File: src/rtl/ddwn_pkg.sv
package ddwn_pkg;

  // field widths
  localparam int CMD_W      = 3;
  localparam int POS_W      = 16;
  localparam int ANG_W      = 16;
  localparam int SPD_W      = 16;
  localparam int MODE_W     = 2;
  localparam int CFG_IDX_W  = 3;
  localparam int CFG_DATA_W = 16;

  // Q3.13 angle constants
  localparam int ANG_PI     = 25736;
  localparam int ANG_TWO_PI = 51472;

  localparam int CORDIC_STEPS_DEF = 14;
  localparam int CORDIC_W         = 28;  // 17-bit error x 256 plus CORDIC gain
  localparam int Z_W              = 18;

  // command codes
  localparam logic [CMD_W-1:0] CMD_TICK = 3'd0;
  localparam logic [CMD_W-1:0] CMD_MOVE = 3'd1;
  localparam logic [CMD_W-1:0] CMD_TURN = 3'd2;
  localparam logic [CMD_W-1:0] CMD_GO   = 3'd3;
  localparam logic [CMD_W-1:0] CMD_STOP = 3'd4;

  // configuration register indexes
  localparam logic [CFG_IDX_W-1:0] CFG_DRIVE_SPEED   = 3'd0;
  localparam logic [CFG_IDX_W-1:0] CFG_ROTATE_SPEED  = 3'd1;
  localparam logic [CFG_IDX_W-1:0] CFG_STEER_GAIN    = 3'd2;
  localparam logic [CFG_IDX_W-1:0] CFG_ARRIVE_THRESH = 3'd3;
  localparam logic [CFG_IDX_W-1:0] CFG_HEAD_THRESH   = 3'd4;

  typedef enum logic [MODE_W-1:0] {
    MODE_DONE = 2'd0,
    MODE_MOVE = 2'd1,
    MODE_GO   = 2'd2,
    MODE_ROT  = 2'd3
  } mode_t;

  // atan(2^-i) in Q3.13
  function automatic logic [12:0] atan_q13(input logic [3:0] i);
    logic [12:0] a;
    case (i)
      4'd0:    a = 13'd6434;
      4'd1:    a = 13'd3798;
      4'd2:    a = 13'd2007;
      4'd3:    a = 13'd1019;
      4'd4:    a = 13'd511;
      4'd5:    a = 13'd256;
      4'd6:    a = 13'd128;
      4'd7:    a = 13'd64;
      4'd8:    a = 13'd32;
      4'd9:    a = 13'd16;
      4'd10:   a = 13'd8;
      4'd11:   a = 13'd4;
      4'd12:   a = 13'd2;
      4'd13:   a = 13'd1;
      default: a = 13'd0;
    endcase
    return a;
  endfunction

endpackage

File: src/rtl/ddwn_if.sv
interface ddwn_in_if;
  import ddwn_pkg::*;

  logic                     valid;
  logic                     ready;
  logic [CMD_W-1:0]         cmd;
  logic signed [POS_W-1:0]  pose_x;
  logic signed [POS_W-1:0]  pose_y;
  logic signed [ANG_W-1:0]  pose_heading;
  logic signed [POS_W-1:0]  goal_x;
  logic signed [POS_W-1:0]  goal_y;
  logic signed [ANG_W-1:0]  goal_heading;

  modport source (
    output valid, cmd, pose_x, pose_y, pose_heading, goal_x, goal_y, goal_heading,
    input  ready
  );
  modport sink (
    input  valid, cmd, pose_x, pose_y, pose_heading, goal_x, goal_y, goal_heading,
    output ready
  );
endinterface

interface ddwn_out_if;
  import ddwn_pkg::*;

  logic                     valid;
  logic                     ready;
  logic signed [SPD_W-1:0]  left_speed;
  logic signed [SPD_W-1:0]  right_speed;
  logic [MODE_W-1:0]        mode_now;

  modport source (
    output valid, left_speed, right_speed, mode_now,
    input  ready
  );
  modport sink (
    input  valid, left_speed, right_speed, mode_now,
    output ready
  );
endinterface

File: src/rtl/diff_drive_waypoint_navigator_top.sv
// Differential-drive waypoint navigator.
// in_ch carries one transaction per command or pose tick (valid/ready); every
// accepted transaction yields exactly one transaction on out_ch with the
// wheel speeds held after it and the mode it leaves behind.
// cfg_we/cfg_index/cfg_data write the five speed, gain and threshold
// registers; write them only while the block is idle.
// Path through the sequencer: commands and done-mode ticks go EVAL, OUT;
// a move-to tick that arrives EVAL, DIST, OUT; a rotate tick EVAL, ERR,
// MUL, OUT; a go tick EVAL, ERR, MUL, SPEED, OUT; a move-to tick with a zero
// error vector EVAL, DIST, ERR, MUL, SPEED, OUT; one that runs the CORDIC
// EVAL, DIST, CORDIC, CLAMP, ERR, MUL, SPEED, OUT. The single shared CORDIC
// add/shift datapath does one micro-rotation per cycle, followed by one
// multiplier pass. One transaction is worked at a time: in_ch.ready is high
// only while the sequencer is idle.
// The result sits in an output register; a new transaction may be accepted
// while it waits, and the next result is held back until out_ch.ready.
// Reset (rst_n low, synchronous) clears the registers, the mode (done), the
// destination, target heading and held speeds, and drops out_ch.valid.
module diff_drive_waypoint_navigator_top #(
  parameter int CORDIC_STEPS = ddwn_pkg::CORDIC_STEPS_DEF  // 8..16
) (
  input  logic                                clk,
  input  logic                                rst_n,
  ddwn_in_if.sink                             in_ch,
  ddwn_out_if.source                          out_ch,
  input  logic                                cfg_we,
  input  logic [ddwn_pkg::CFG_IDX_W-1:0]      cfg_index,
  input  logic [ddwn_pkg::CFG_DATA_W-1:0]     cfg_data
);
  import ddwn_pkg::*;

  localparam int STEP_W  = $clog2(CORDIC_STEPS);
  localparam int PROD_W  = 35;          // 17-bit gain x 18-bit error
  localparam int SHIFT_Q = 21;

  localparam logic signed [16:0] PI17     = 17'(ANG_PI);
  localparam logic signed [16:0] NPI17    = -17'(ANG_PI);
  localparam logic signed [16:0] TWOPI17  = 17'(ANG_TWO_PI);
  localparam logic signed [17:0] PI18     = 18'(ANG_PI);
  localparam logic signed [17:0] NPI18    = -18'(ANG_PI);
  localparam logic signed [17:0] TWOPI18  = 18'(ANG_TWO_PI);
  localparam logic signed [Z_W-1:0] PIZ   = Z_W'(ANG_PI);
  localparam logic signed [Z_W-1:0] NPIZ  = -Z_W'(ANG_PI);
  localparam logic signed [PROD_W-1:0] HALF_P = PROD_W'(1) <<< (SHIFT_Q - 1);
  localparam logic signed [PROD_W-1:0] RND_P  = (PROD_W'(1) <<< SHIFT_Q) - PROD_W'(1);

  // sequencer, one-hot
  typedef enum logic [8:0] {
    S_IDLE   = 9'b000000001,
    S_EVAL   = 9'b000000010,
    S_DIST   = 9'b000000100,
    S_CORDIC = 9'b000001000,
    S_CLAMP  = 9'b000010000,
    S_ERR    = 9'b000100000,
    S_MUL    = 9'b001000000,
    S_SPEED  = 9'b010000000,
    S_OUT    = 9'b100000000
  } state_t;

  function automatic logic signed [SPD_W-1:0] sat16(input logic signed [17:0] v);
    logic signed [SPD_W-1:0] r;
    if (v > 18'sd32767) begin
      r = 16'sh7fff;
    end else if (v < -18'sd32768) begin
      r = -16'sh8000;
    end else begin
      r = v[SPD_W-1:0];
    end
    return r;
  endfunction

  // control and architectural state
  state_t                    state_r, state_nxt;
  mode_t                     mode_r, mode_nxt;
  logic signed [POS_W-1:0]   dest_x_r, dest_x_nxt, dest_y_r, dest_y_nxt;
  logic signed [ANG_W-1:0]   target_r, target_nxt;
  logic signed [SPD_W-1:0]   left_r, left_nxt, right_r, right_nxt;
  logic [14:0]               drive_speed_r, rotate_speed_r, head_thresh_r;
  logic [15:0]               steer_gain_r, arrive_thresh_r;
  logic                      out_valid_r, out_valid_nxt;

  // latched transaction
  logic [CMD_W-1:0]          cmd_r, cmd_nxt;
  logic signed [POS_W-1:0]   px_r, px_nxt, py_r, py_nxt, gx_r, gx_nxt, gy_r, gy_nxt;
  logic signed [ANG_W-1:0]   ph_r, ph_nxt, gh_r, gh_nxt;

  // datapath
  logic signed [16:0]        ex_r, ex_nxt, ey_r, ey_nxt;
  logic signed [CORDIC_W-1:0] cx_r, cx_nxt, cy_r, cy_nxt;
  logic signed [Z_W-1:0]     cz_r, cz_nxt;
  logic [STEP_W-1:0]         step_r, step_nxt;
  logic signed [17:0]        err_r, err_nxt;
  logic signed [PROD_W-1:0]  prod_r, prod_nxt;

  logic signed [SPD_W-1:0]   out_left_r, out_left_nxt, out_right_r, out_right_nxt;
  logic [MODE_W-1:0]         out_mode_r, out_mode_nxt;

  // combinational temporaries
  logic signed [16:0]        gh_ext, gh_norm;
  logic [16:0]               abs_ex, abs_ey, abs_err;
  logic [17:0]               l1;
  logic signed [CORDIC_W-1:0] sx, sy, dx, dy;
  logic signed [Z_W-1:0]     ang;
  logic signed [17:0]        e_raw;
  logic signed [PROD_W-1:0]  rnd, quo;
  logic signed [17:0]        diff, drive_ext;

  assign in_ch.ready        = (state_r == S_IDLE);
  assign out_ch.valid       = out_valid_r;
  assign out_ch.left_speed  = out_left_r;
  assign out_ch.right_speed = out_right_r;
  assign out_ch.mode_now    = out_mode_r;

  always_comb begin
    state_nxt     = state_r;
    mode_nxt      = mode_r;
    dest_x_nxt    = dest_x_r;
    dest_y_nxt    = dest_y_r;
    target_nxt    = target_r;
    left_nxt      = left_r;
    right_nxt     = right_r;
    out_valid_nxt = out_valid_r && !out_ch.ready;
    cmd_nxt       = cmd_r;
    px_nxt        = px_r;
    py_nxt        = py_r;
    ph_nxt        = ph_r;
    gx_nxt        = gx_r;
    gy_nxt        = gy_r;
    gh_nxt        = gh_r;
    ex_nxt        = ex_r;
    ey_nxt        = ey_r;
    cx_nxt        = cx_r;
    cy_nxt        = cy_r;
    cz_nxt        = cz_r;
    step_nxt      = step_r;
    err_nxt       = err_r;
    prod_nxt      = prod_r;
    out_left_nxt  = out_left_r;
    out_right_nxt = out_right_r;
    out_mode_nxt  = out_mode_r;

    // goal heading folded once into +-pi
    gh_ext = {gh_r[ANG_W-1], gh_r};
    if (gh_ext < NPI17) begin
      gh_norm = gh_ext + TWOPI17;
    end else if (gh_ext > PI17) begin
      gh_norm = gh_ext - TWOPI17;
    end else begin
      gh_norm = gh_ext;
    end

    abs_ex  = ex_r[16] ? 17'(-ex_r) : 17'(ex_r);
    abs_ey  = ey_r[16] ? 17'(-ey_r) : 17'(ey_r);
    l1      = {1'b0, abs_ex} + {1'b0, abs_ey};
    abs_err = err_r[17] ? 17'(-err_r) : 17'(err_r);

    // shared CORDIC micro-rotation unit
    sx  = CORDIC_W'(ex_r) <<< 8;
    sy  = CORDIC_W'(ey_r) <<< 8;
    dx  = cy_r >>> step_r;
    dy  = cx_r >>> step_r;
    ang = Z_W'(atan_q13(4'(step_r)));

    e_raw = {{2{target_r[ANG_W-1]}}, target_r} - {{2{ph_r[ANG_W-1]}}, ph_r};

    // gain * error + 0.5, truncated toward zero
    rnd       = prod_r + HALF_P;
    quo       = rnd[PROD_W-1] ? ((rnd + RND_P) >>> SHIFT_Q) : (rnd >>> SHIFT_Q);
    diff      = quo[17:0];
    drive_ext = {3'b000, drive_speed_r};

    case (state_r)
      S_IDLE: begin
        if (in_ch.valid) begin
          cmd_nxt   = in_ch.cmd;
          px_nxt    = in_ch.pose_x;
          py_nxt    = in_ch.pose_y;
          ph_nxt    = in_ch.pose_heading;
          gx_nxt    = in_ch.goal_x;
          gy_nxt    = in_ch.goal_y;
          gh_nxt    = in_ch.goal_heading;
          state_nxt = S_EVAL;
        end
      end
      S_EVAL: begin
        state_nxt = S_OUT;
        case (cmd_r)
          CMD_TICK: begin
            case (mode_r)
              MODE_MOVE: begin
                ex_nxt    = {dest_x_r[POS_W-1], dest_x_r} - {px_r[POS_W-1], px_r};
                ey_nxt    = {dest_y_r[POS_W-1], dest_y_r} - {py_r[POS_W-1], py_r};
                state_nxt = S_DIST;
              end
              MODE_GO, MODE_ROT: begin
                state_nxt = S_ERR;
              end
              default: begin
                state_nxt = S_OUT;
              end
            endcase
          end
          CMD_MOVE: begin
            dest_x_nxt = gx_r;
            dest_y_nxt = gy_r;
            mode_nxt   = MODE_MOVE;
          end
          CMD_TURN: begin
            target_nxt = gh_norm[ANG_W-1:0];
            mode_nxt   = MODE_ROT;
          end
          CMD_GO: begin
            target_nxt = gh_norm[ANG_W-1:0];
            mode_nxt   = MODE_GO;
          end
          CMD_STOP: begin
            left_nxt  = '0;
            right_nxt = '0;
            mode_nxt  = MODE_DONE;
          end
          default: begin
            // unused codes leave everything as it is
          end
        endcase
      end
      S_DIST: begin
        if (l1 < {2'b00, arrive_thresh_r}) begin
          left_nxt  = '0;
          right_nxt = '0;
          mode_nxt  = MODE_DONE;
          state_nxt = S_OUT;
        end else if (ex_r == '0 && ey_r == '0) begin
          target_nxt = '0;
          state_nxt  = S_ERR;
        end else begin
          // left half-plane: reflect through the origin, start at +-pi
          if (ex_r[16]) begin
            cx_nxt = -sx;
            cy_nxt = -sy;
            cz_nxt = ey_r[16] ? NPIZ : PIZ;
          end else begin
            cx_nxt = sx;
            cy_nxt = sy;
            cz_nxt = '0;
          end
          step_nxt  = '0;
          state_nxt = S_CORDIC;
        end
      end
      S_CORDIC: begin
        if (cy_r > 0) begin
          cx_nxt = cx_r + dx;
          cy_nxt = cy_r - dy;
          cz_nxt = cz_r + ang;
        end else begin
          cx_nxt = cx_r - dx;
          cy_nxt = cy_r + dy;
          cz_nxt = cz_r - ang;
        end
        if (step_r == STEP_W'(CORDIC_STEPS - 1)) begin
          state_nxt = S_CLAMP;
        end else begin
          step_nxt = step_r + STEP_W'(1);
        end
      end
      S_CLAMP: begin
        if (cz_r > PIZ) begin
          target_nxt = ANG_W'(ANG_PI);
        end else if (cz_r < NPIZ) begin
          target_nxt = -ANG_W'(ANG_PI);
        end else begin
          target_nxt = cz_r[ANG_W-1:0];
        end
        state_nxt = S_ERR;
      end
      S_ERR: begin
        if (e_raw > PI18) begin
          err_nxt = e_raw - TWOPI18;
        end else if (e_raw < NPI18) begin
          err_nxt = e_raw + TWOPI18;
        end else begin
          err_nxt = e_raw;
        end
        state_nxt = S_MUL;
      end
      S_MUL: begin
        if (mode_r == MODE_ROT) begin
          state_nxt = S_OUT;
          if (abs_err < {2'b00, head_thresh_r}) begin
            left_nxt  = '0;
            right_nxt = '0;
            mode_nxt  = MODE_DONE;
          end else if (err_r > 0) begin
            left_nxt  = -{1'b0, rotate_speed_r};
            right_nxt = {1'b0, rotate_speed_r};
          end else begin
            left_nxt  = {1'b0, rotate_speed_r};
            right_nxt = -{1'b0, rotate_speed_r};
          end
        end else begin
          prod_nxt  = PROD_W'($signed({1'b0, steer_gain_r}) * err_r);
          state_nxt = S_SPEED;
        end
      end
      S_SPEED: begin
        left_nxt  = sat16(drive_ext - diff);
        right_nxt = sat16(drive_ext + diff);
        state_nxt = S_OUT;
      end
      S_OUT: begin
        // wait for the output register to free up
        if (!out_valid_r || out_ch.ready) begin
          out_left_nxt  = left_r;
          out_right_nxt = right_r;
          out_mode_nxt  = mode_r;
          out_valid_nxt = 1'b1;
          state_nxt     = S_IDLE;
        end
      end
      default: begin
        state_nxt = S_IDLE;
      end
    endcase
  end

  always_ff @(posedge clk) begin
    if (!rst_n) begin
      state_r         <= S_IDLE;
      mode_r          <= MODE_DONE;
      dest_x_r        <= '0;
      dest_y_r        <= '0;
      target_r        <= '0;
      left_r          <= '0;
      right_r         <= '0;
      out_valid_r     <= 1'b0;
      drive_speed_r   <= '0;
      rotate_speed_r  <= '0;
      steer_gain_r    <= '0;
      arrive_thresh_r <= '0;
      head_thresh_r   <= '0;
    end else begin
      state_r     <= state_nxt;
      mode_r      <= mode_nxt;
      dest_x_r    <= dest_x_nxt;
      dest_y_r    <= dest_y_nxt;
      target_r    <= target_nxt;
      left_r      <= left_nxt;
      right_r     <= right_nxt;
      out_valid_r <= out_valid_nxt;
      if (cfg_we) begin
        case (cfg_index)
          CFG_DRIVE_SPEED:   drive_speed_r   <= cfg_data[14:0];
          CFG_ROTATE_SPEED:  rotate_speed_r  <= cfg_data[14:0];
          CFG_STEER_GAIN:    steer_gain_r    <= cfg_data;
          CFG_ARRIVE_THRESH: arrive_thresh_r <= cfg_data;
          CFG_HEAD_THRESH:   head_thresh_r   <= cfg_data[14:0];
          default: begin
          end
        endcase
      end
    end
  end

  // payload, no reset
  always_ff @(posedge clk) begin
    cmd_r       <= cmd_nxt;
    px_r        <= px_nxt;
    py_r        <= py_nxt;
    ph_r        <= ph_nxt;
    gx_r        <= gx_nxt;
    gy_r        <= gy_nxt;
    gh_r        <= gh_nxt;
    ex_r        <= ex_nxt;
    ey_r        <= ey_nxt;
    cx_r        <= cx_nxt;
    cy_r        <= cy_nxt;
    cz_r        <= cz_nxt;
    step_r      <= step_nxt;
    err_r       <= err_nxt;
    prod_r      <= prod_nxt;
    out_left_r  <= out_left_nxt;
    out_right_r <= out_right_nxt;
    out_mode_r  <= out_mode_nxt;
  end

endmodule

File: src/flat_wrapper.sv
// flat-port wrapper written by rule: the top's interface ports become plain ports
module diff_drive_waypoint_navigator_top_flat import ddwn_pkg::*;
#(
  parameter int CORDIC_STEPS = ddwn_pkg::CORDIC_STEPS_DEF          
)
  (clk, rst_n, cfg_we, cfg_index, cfg_data, in_ch_valid, in_ch_cmd, in_ch_pose_x, in_ch_pose_y, in_ch_pose_heading, in_ch_goal_x, in_ch_goal_y, in_ch_goal_heading, in_ch_ready, out_ch_valid, out_ch_left_speed, out_ch_right_speed, out_ch_mode_now, out_ch_ready);
  ddwn_in_if in_ch_i ();
  ddwn_out_if out_ch_i ();
  input  logic clk;
  input  logic rst_n;
  input  logic cfg_we;
  input  logic [ddwn_pkg::CFG_IDX_W-1:0] cfg_index;
  input  logic [ddwn_pkg::CFG_DATA_W-1:0] cfg_data;
  input wire logic [$bits(in_ch_i.valid)-1:0] in_ch_valid;
  input wire logic [$bits(in_ch_i.cmd)-1:0] in_ch_cmd;
  input wire logic [$bits(in_ch_i.pose_x)-1:0] in_ch_pose_x;
  input wire logic [$bits(in_ch_i.pose_y)-1:0] in_ch_pose_y;
  input wire logic [$bits(in_ch_i.pose_heading)-1:0] in_ch_pose_heading;
  input wire logic [$bits(in_ch_i.goal_x)-1:0] in_ch_goal_x;
  input wire logic [$bits(in_ch_i.goal_y)-1:0] in_ch_goal_y;
  input wire logic [$bits(in_ch_i.goal_heading)-1:0] in_ch_goal_heading;
  output wire logic [$bits(in_ch_i.ready)-1:0] in_ch_ready;
  output wire logic [$bits(out_ch_i.valid)-1:0] out_ch_valid;
  output wire logic [$bits(out_ch_i.left_speed)-1:0] out_ch_left_speed;
  output wire logic [$bits(out_ch_i.right_speed)-1:0] out_ch_right_speed;
  output wire logic [$bits(out_ch_i.mode_now)-1:0] out_ch_mode_now;
  input wire logic [$bits(out_ch_i.ready)-1:0] out_ch_ready;
  assign in_ch_i.valid = in_ch_valid;
  assign in_ch_i.cmd = in_ch_cmd;
  assign in_ch_i.pose_x = in_ch_pose_x;
  assign in_ch_i.pose_y = in_ch_pose_y;
  assign in_ch_i.pose_heading = in_ch_pose_heading;
  assign in_ch_i.goal_x = in_ch_goal_x;
  assign in_ch_i.goal_y = in_ch_goal_y;
  assign in_ch_i.goal_heading = in_ch_goal_heading;
  assign in_ch_ready = in_ch_i.ready;
  assign out_ch_valid = out_ch_i.valid;
  assign out_ch_left_speed = out_ch_i.left_speed;
  assign out_ch_right_speed = out_ch_i.right_speed;
  assign out_ch_mode_now = out_ch_i.mode_now;
  assign out_ch_i.ready = out_ch_ready;
  diff_drive_waypoint_navigator_top #(.CORDIC_STEPS(CORDIC_STEPS)) u_core (.clk(clk), .rst_n(rst_n), .in_ch(in_ch_i), .out_ch(out_ch_i), .cfg_we(cfg_we), .cfg_index(cfg_index), .cfg_data(cfg_data));
endmodule
File: config.mk
export PLATFORM = sky130hd
export DESIGN_NAME = diff_drive_waypoint_navigator_top_flat
export DESIGN_NICKNAME = d
export VERILOG_FILES = /design/src/rtl/ddwn_pkg.sv /design/src/rtl/ddwn_if.sv /design/src/rtl/diff_drive_waypoint_navigator_top.sv /design/src/flat_wrapper.sv
export SDC_FILE = /design/constraint.sdc
export NUM_CORES = 2
export LEC_CHECK = 0
export ABC_AREA = 1
export BUFFER_PORTS_ARGS = -buffer_cell sky130_fd_sc_hd__buf_2
export CORE_ASPECT_RATIO = 0.75
export CORE_UTILIZATION = 60
export DETAILED_ROUTE_END_ITERATION = 10
export HOLD_SLACK_MARGIN = 0.12
export PLACE_DENSITY = 0.74
export SYNTH_ARGS = -nofsm -noshare
export SYNTH_HDL_FRONTEND = slang
export SYNTH_SLANG_ARGS = --single-unit
export TNS_END_PERCENT = 100
File: constraint.sdc
create_clock -name clk -period 16.4 [get_ports clk]
set_input_delay 2.46 -clock clk [delete_from_list [all_inputs] [get_ports clk]]
set_output_delay 2.46 -clock clk [all_outputs]
set_load 0.02 [all_outputs]
# Yosys cells after proc, flatten, opt, wreduce, memory -nomap -nowiden
# Memory sizes are Yosys's and may differ from the RTL's. A register that Yosys moved wholly into a read port is not among the register bits.
# Cells that the tools add are included.
dict set report op_classes {
  reduce_logical 31
  n_mul 1
  shifts 2
  add_sub_neg 25
  n_lt_le_gt_ge 14
  n_bitwise 1
  n_eq_ne 34
  n_mux 65
}
# operator count
set ops {}
lappend ops {{two-way mux 16 bit} 19}
lappend ops {{two-way mux 28 bit} 8}
lappend ops {{two-way mux 18 bit} 8}
lappend ops {{case mux 16 bit (4 select lines)} 2}
lappend ops {{case mux 28 bit (2 select lines)} 2}
lappend ops {{case mux 9 bit (9 select lines)} 1}
lappend ops {{greater-than comparator 18 x 16 -> 1 bit, second input constant} 4}
lappend ops {{< comparator 18 x 16 -> 1 bit, second input constant} 4}
lappend ops {{adder 35 x 22 -> 35 bit, second input constant} 2}
lappend ops {{adder 28 bit} 2}
lappend ops {{negation 25 -> 28 bit} 2}
lappend ops {{>>> shifter 28 x 4 -> 28 bit} 2}
lappend ops {{subtractor 28 bit} 2}
lappend ops {{two-way mux 9 bit} 6}
lappend ops {{two-way mux 17 bit} 3}
lappend ops {{negation 17 bit} 3}
lappend ops {{subtractor 16 x 16 -> 17 bit} 3}
lappend ops {{case mux 16 bit (3 select lines)} 1}
lappend ops {{case mux 18 bit (2 select lines)} 1}
lappend ops {{multiplier 17 x 18 -> 35 bit} 1}
lappend ops {{logical NOT 17 bit} 2}
lappend ops {{greater-than comparator 28 x 1 -> 1 bit, second input constant} 1}
lappend ops {{adder 16 x 18 -> 18 bit} 1}
lappend ops {{adder 17 x 17 -> 18 bit} 1}
lappend ops {{53 further kinds} 92}
dict set report totals {
  out_inout_bits 36
  inputBits 123
  reg_bits 467
  elab_cells 205
  memories 1
  rom_bits 208
}
# memory words word_bits read_ports rd_ports_with_merged_regs wr line_no
set mem_list {}
lappend mem_list {{(no name shown)} 16 13 1 1 0 ddwn_pkg.sv:44} ;# case (i)

# Depth between registers and ports, before layout
dict set report depth {
  ltp_word 8
  depth_mapped 37
  depth_no_buf 37
}

# Worst setup path before layout
# OpenSTA, ideal clock, no wires.
dict set report synth_timing {
  path_type {input to register}
  from {input out_ch_ready}
  to {register u_core.cmd_r[0] (enable)}
  n_path_buf 0
  setup_ps 678
  setup_slack_ps 6180
  arrival_ps 9542
  path_stages 4
  required_ps 15722
  cell_sequence {nor2_1 nand2_1 o211ai_1 nor3_1}
}
# item line_no
set synth_lines {}
lappend synth_lines {{start, declared} flat_wrapper.sv:27} ;# input wire logic [$bits(out_ch_i.ready)-1:0] out_ch_ready;
lappend synth_lines {{end signal, assigned} diff_drive_waypoint_navigator_top.sv:366} ;# cmd_r <= cmd_nxt;
lappend synth_lines {{end, declared} diff_drive_waypoint_navigator_top.sv:83} ;# logic [CMD_W-1:0] cmd_r, cmd_nxt;

# Worst setup path in the final report
dict set report layout_timing {
  from {register u_core.steer_gain_r[5]}
  to {register u_core.prod_r[34], data pin}
}
dict set report layout_via {
  elab_chain_cells 1
}
# item line_no
set layout_lines {}
lappend layout_lines {{start, declared} diff_drive_waypoint_navigator_top.sv:79} ;# logic [15:0] steer_gain_r, arrive_thresh_r;
lappend layout_lines {{start signal, assigned} diff_drive_waypoint_navigator_top.sv:354} ;# CFG_STEER_GAIN: steer_gain_r <= cfg_data;
lappend layout_lines {{multiplier 17 x 18 -> 35 bit} diff_drive_waypoint_navigator_top.sv:301} ;# prod_nxt = PROD_W'($signed({1'b0, steer_gain_r}) * err_r);
lappend layout_lines {{end signal, assigned} diff_drive_waypoint_navigator_top.sv:380} ;# prod_r <= prod_nxt;
lappend layout_lines {{end, declared} diff_drive_waypoint_navigator_top.sv:93} ;# logic signed [PROD_W-1:0] prod_r, prod_nxt;
# Every way passes these cells.
# A chain may end at the register's enable or synchronous reset.

==> impl_results.md <==
- Final nets: about 7,000
- Max Fclk: 145 MHz
- Maximum number of pins on one net before global-route repair: 80
- Synthesized cell area: between 40,000 and 50,000 um^2
- Number of cells upsized or downsized after cts: 0
- Syn Inst Count: between 6,000 and 7,000
- Slew of the pin with the lowest slew margin: 1.16 ns
- Capturing element type of the critical path: flop
- Total negative slack for setup checks: 0 ns
- Multi-input logic area: ~29,000 um^2
- CP Max Fanout: 19
- Max-Slew Margin vs Limit: between 20% and 30%
- Data arrival time of the worst path: just over 7 ns
- Number of flip-flops and latches in the synthesized netlist: 480
- Type of the tightest min-delay check: reg2reg
- Most prevalent standard cell on the critical path: fa_1
- CP cell instances: nand2_1 -> inv_1 -> fa_1 -> fa_1 -> inv_1 -> fa_1 -> fa_1 -> fa_1 -> inv_1 -> fa_1 -> ha_1 -> nand2_1 -> nor2_1 -> inv_1 -> nor2_1 -> nand3_1 -> nand3b_1 -> nand2_1 -> o211ai_1 -> a21oi_1 -> xor2_1
- Critical path startpoint category: flop
- Setup CP Type: reg2reg
- Most common flop cell mapped by yosys: edfxtp_1
- HPWL after detailed placement: 102 mm
- Drt drc: 0
- LEAKAGE: 24.4 nW
- Max cap viols: 0
- Total of endpoints with negative setup slack in the final report: 0
- TritonCTS clock tree: built
- Syn Area/Cell: 7.41 um^2
- Final worst path period need: 6.88 ns
- Stage delay of the slowest cell on the critical path: 0.95 ns
- Maximum ir drop on the vdd rail: 123 uV
- Clock sink total: 480
- Via count of the first global-routing pass: 37,900
- Sequential fraction of the synthesis area: 27.2%
- Width of the chip: 323 um
- Wire length of the first global-routing pass: 206 mm
- Synth area leaders: edfxtp_1, fa_1, nand2_1
- Relative area change from synthesis to final layout: 6.87%
- Commonest non-fill, non-tap cells in the layout: nand2_1, inv_1, nor2_1, a21oi_1, o21ai_0
- Starting utilization of the core area: 61.2%
- Req. time, crit path: 16.76 ns
- Maximum clock skew at final layout: 0.0345 ns
- Average wire length per cell after detail routing: 17.7 um
- RSZ-0062 raised after global routing: no
- Drt via density: 5.67
- PwrDens: 75.9 nW/um^2
- Slowest cell on the critical path: fa_1
- Top cell type's share of synthesized area: 19.3%
- Clock latency reported for the late side of the worst-skew pair: approximately 0.65 ns
- Number of H-tree levels: 2
- Number of rows created at floorplan: 87
- Via total after detailed routing: 41,700
- Period utilization: a little over two fifths
- # fillers: 6,859
- Seq. cell area: 12,600 um^2
- Initial DRC Count: 4,452
- Syn_nets: 6,990
- Hold bufs inserted after CTS: 0
- Depth of the worst register-to-register path: 21
- Setup repair bufs after CTS: 0
- Fraction of power spent switching nets: 34.6%
- Result of the run: finished, final reports clean
- Endpoints failing hold: 0
- Global-route total usage across every layer: 33.2%
- Internal power of the cells: 0.00246 W
- Placed Cells: 7,256
- Number of antenna violations at the first check in global routing: 4
- Clock Tree Buf Depth: 3
- Leading cell type in the layout, fill and taps excluded: nand2_1
- Share of layout cells above drive strength 1: slightly below 6%
- Net switching power figure: 0.00130 W
- Number of top-level pins: 159
- DRT antenna net count: 0
- Placeable core region: around 76,000 um^2
- Number of non-filler instances in the completed layout: 7,353
- Area of the die: 78,300 um^2
- Ys async rst share: 0%
- Most area-hungry cell type in the Yosys netlist: edfxtp_1
- Vert. Die Dim: 243 um
- Final Max Tran Viols: 0
- Clock Power Share: 33.2%
- Num CTS Buffers: 51
- Comb power frac: ~27%
- Post-detailed-routing wire length: 130 mm
- Number of enable-type register cells in the synthesized netlist: between 200 and 300
- Count of cell types in the netlist: 73
- Instance count along the most critical hold path: 0
- Grt total ovfl: 0
- Number of I/O port buffers: 158
- Sequential Power Share: 39.4%
- Number of detailed-routing iterations run before antenna repair: 7
- Clk slew on worst S/H paths: 0.07 ns
- Root buffer cell: clkbuf_16
- Yosys Warn Count: 0
- Weighted congestion reported at the end of routability-driven placement: 0.993
==> power groups by stage <==
stage / Clock (W) / Combinational (W) / Sequential (W)
2_1_floorplan: 0 / 0.000772 / 0.00150
3_3_place_gp: 0 / 0.000997 / 0.00150
3_5_place_dp: 0 / 0.00101 / 0.00150
4_1_cts: 0.00127 / 0.00102 / 0.00148
5_1_grt: 0.00132 / 0.00117 / 0.00149
6_report: 0.00125 / 0.00103 / 0.00148
==> cells in the mapped netlist, drive strengths merged (14+ instances only) <==
master     n
nand3b    14
nand3    330
nand2   1605
a31oi     17
nor2     477
a21boi    14
dfxtp    182
nor3      79
xnor2     75
xor2     200
buf      102
inv     1057
a21o      16
nor4      16
ha       315
edfxtp   298
o21ai    418
fa       302
o211ai    23
or2       18
nand4    108
clkbuf   109
a21oi    385
==> per-stage QoR <==
step / total power [W] / area, um^2 / util (%) / worst slack (ns) / hold WS, ns
5_1_grt: 0.00397 / 49500 / 65.4 / 9.12 / 0.442
6_report: 0.00376 / 49500 / 65.4 / 9.52 / 0.429
3_3_place_gp: 0.00250 / 47700 / 63.0 / 9.79 / 0.413
3_5_place_dp: 0.00252 / 47700 / 63.0 / 9.66 / 0.415
4_1_cts: 0.00377 / 49500 / 65.4 / 9.64 / 0.429
2_1_floorplan: 0.00228 / 46300 / - / 6.18 / 0.409
==> kinds of logic (layout without fill, tap and decap cells) <==
logic type | count (synthesis) | after routing | synth area share (%)
DFF | 480 | 480 | 27.2
other | 0 | 1 | 0
AOI/OAI and AO/OA | 947 | 947 | 11.2
buffers and inverters | 1277 | 1356 | 10.8
adders and majority gates | 617 | 617 | 21.6
xor gates and xnor gates | 275 | 275 | 5.27
and+or+nand+nor | 2651 | 2651 | 23.9
muxes | 3 | 3 | 0.0648
==> worst paths after layout <==
path / from / slack, ns / to
worst max-delay path: u_core.steer_gain_r[5]$_SDFFE_PN0P_ / 9.52 / u_core.prod_r[34]$_DFFE_PP_
worst min-delay path: u_core.left_r[0]$_SDFFE_PN0P_ / 0.43 / u_core.out_ch.left_speed[0]$_DFFE_PP_
worst max register to register: u_core.steer_gain_r[5]$_SDFFE_PN0P_ / 9.52 / u_core.prod_r[34]$_DFFE_PP_
worst min register to register: u_core.left_r[0]$_SDFFE_PN0P_ / 0.43 / u_core.out_ch.left_speed[0]$_DFFE_PP_
==> worst max-delay path: cells and delay by family (launching register included) <==
kind,cells,cell delay [ns]
buffers and inverters,4,0.44
AND/OR/NAND/NOR,7,0.96
AO/OA/AOI/OAI,2,0.33
adder cells (fa/ha/maj),7,3.87
flip-flops,1,0.81
XOR/XNOR,1,0.18
==> metal layers <==
| layer | part of all wire [%] | track usage [%] | up-vias |
|---|---|---|---|
| li1 | - | - | 20100 |
| met2 | 40 | 46.1 | 1899 |
| met5 | 0.032 | 0 | - |
| met1 | 47 | 52.3 | 19500 |
| met4 | 2.3 | 8.08 | 6 |
| met3 | 11 | 6.27 | 193 |
==> sequential cells by signal (all words and copies together) (netlist names), 16 cells and up <==
signal / flops
u_core.ex_r: 17
u_core.px_r: 16
u_core.gx_r: 16
u_core.target_r: 16
u_core.right_r: 16
u_core.cz_r: 18
u_core.err_r: 18
u_core.py_r: 16
u_core.gh_r: 16
u_core.out_ch.left_speed: 16
u_core.steer_gain_r: 16
u_core.ph_r: 16
u_core.gy_r: 16
u_core.cx_r: 28
u_core.dest_x_r: 16
u_core.left_r: 16
u_core.out_ch.right_speed: 16
u_core.cy_r: 28
u_core.arrive_thresh_r: 16
u_core.dest_y_r: 16
u_core.prod_r: 35
u_core.ey_r: 17
==> layout make-up <==
cell class	count	area share [%]
multi-input combinational	4493	58.1
sequential	480	25.4
tap	1023	2.59
timing repair buffer	194	2.15
clock inverter	35	0.847
antenna	1	0.00505
clock buffer	61	2.80
inverter	1066	8.09
No activity file was read; power rests on OpenSTA's default activity.
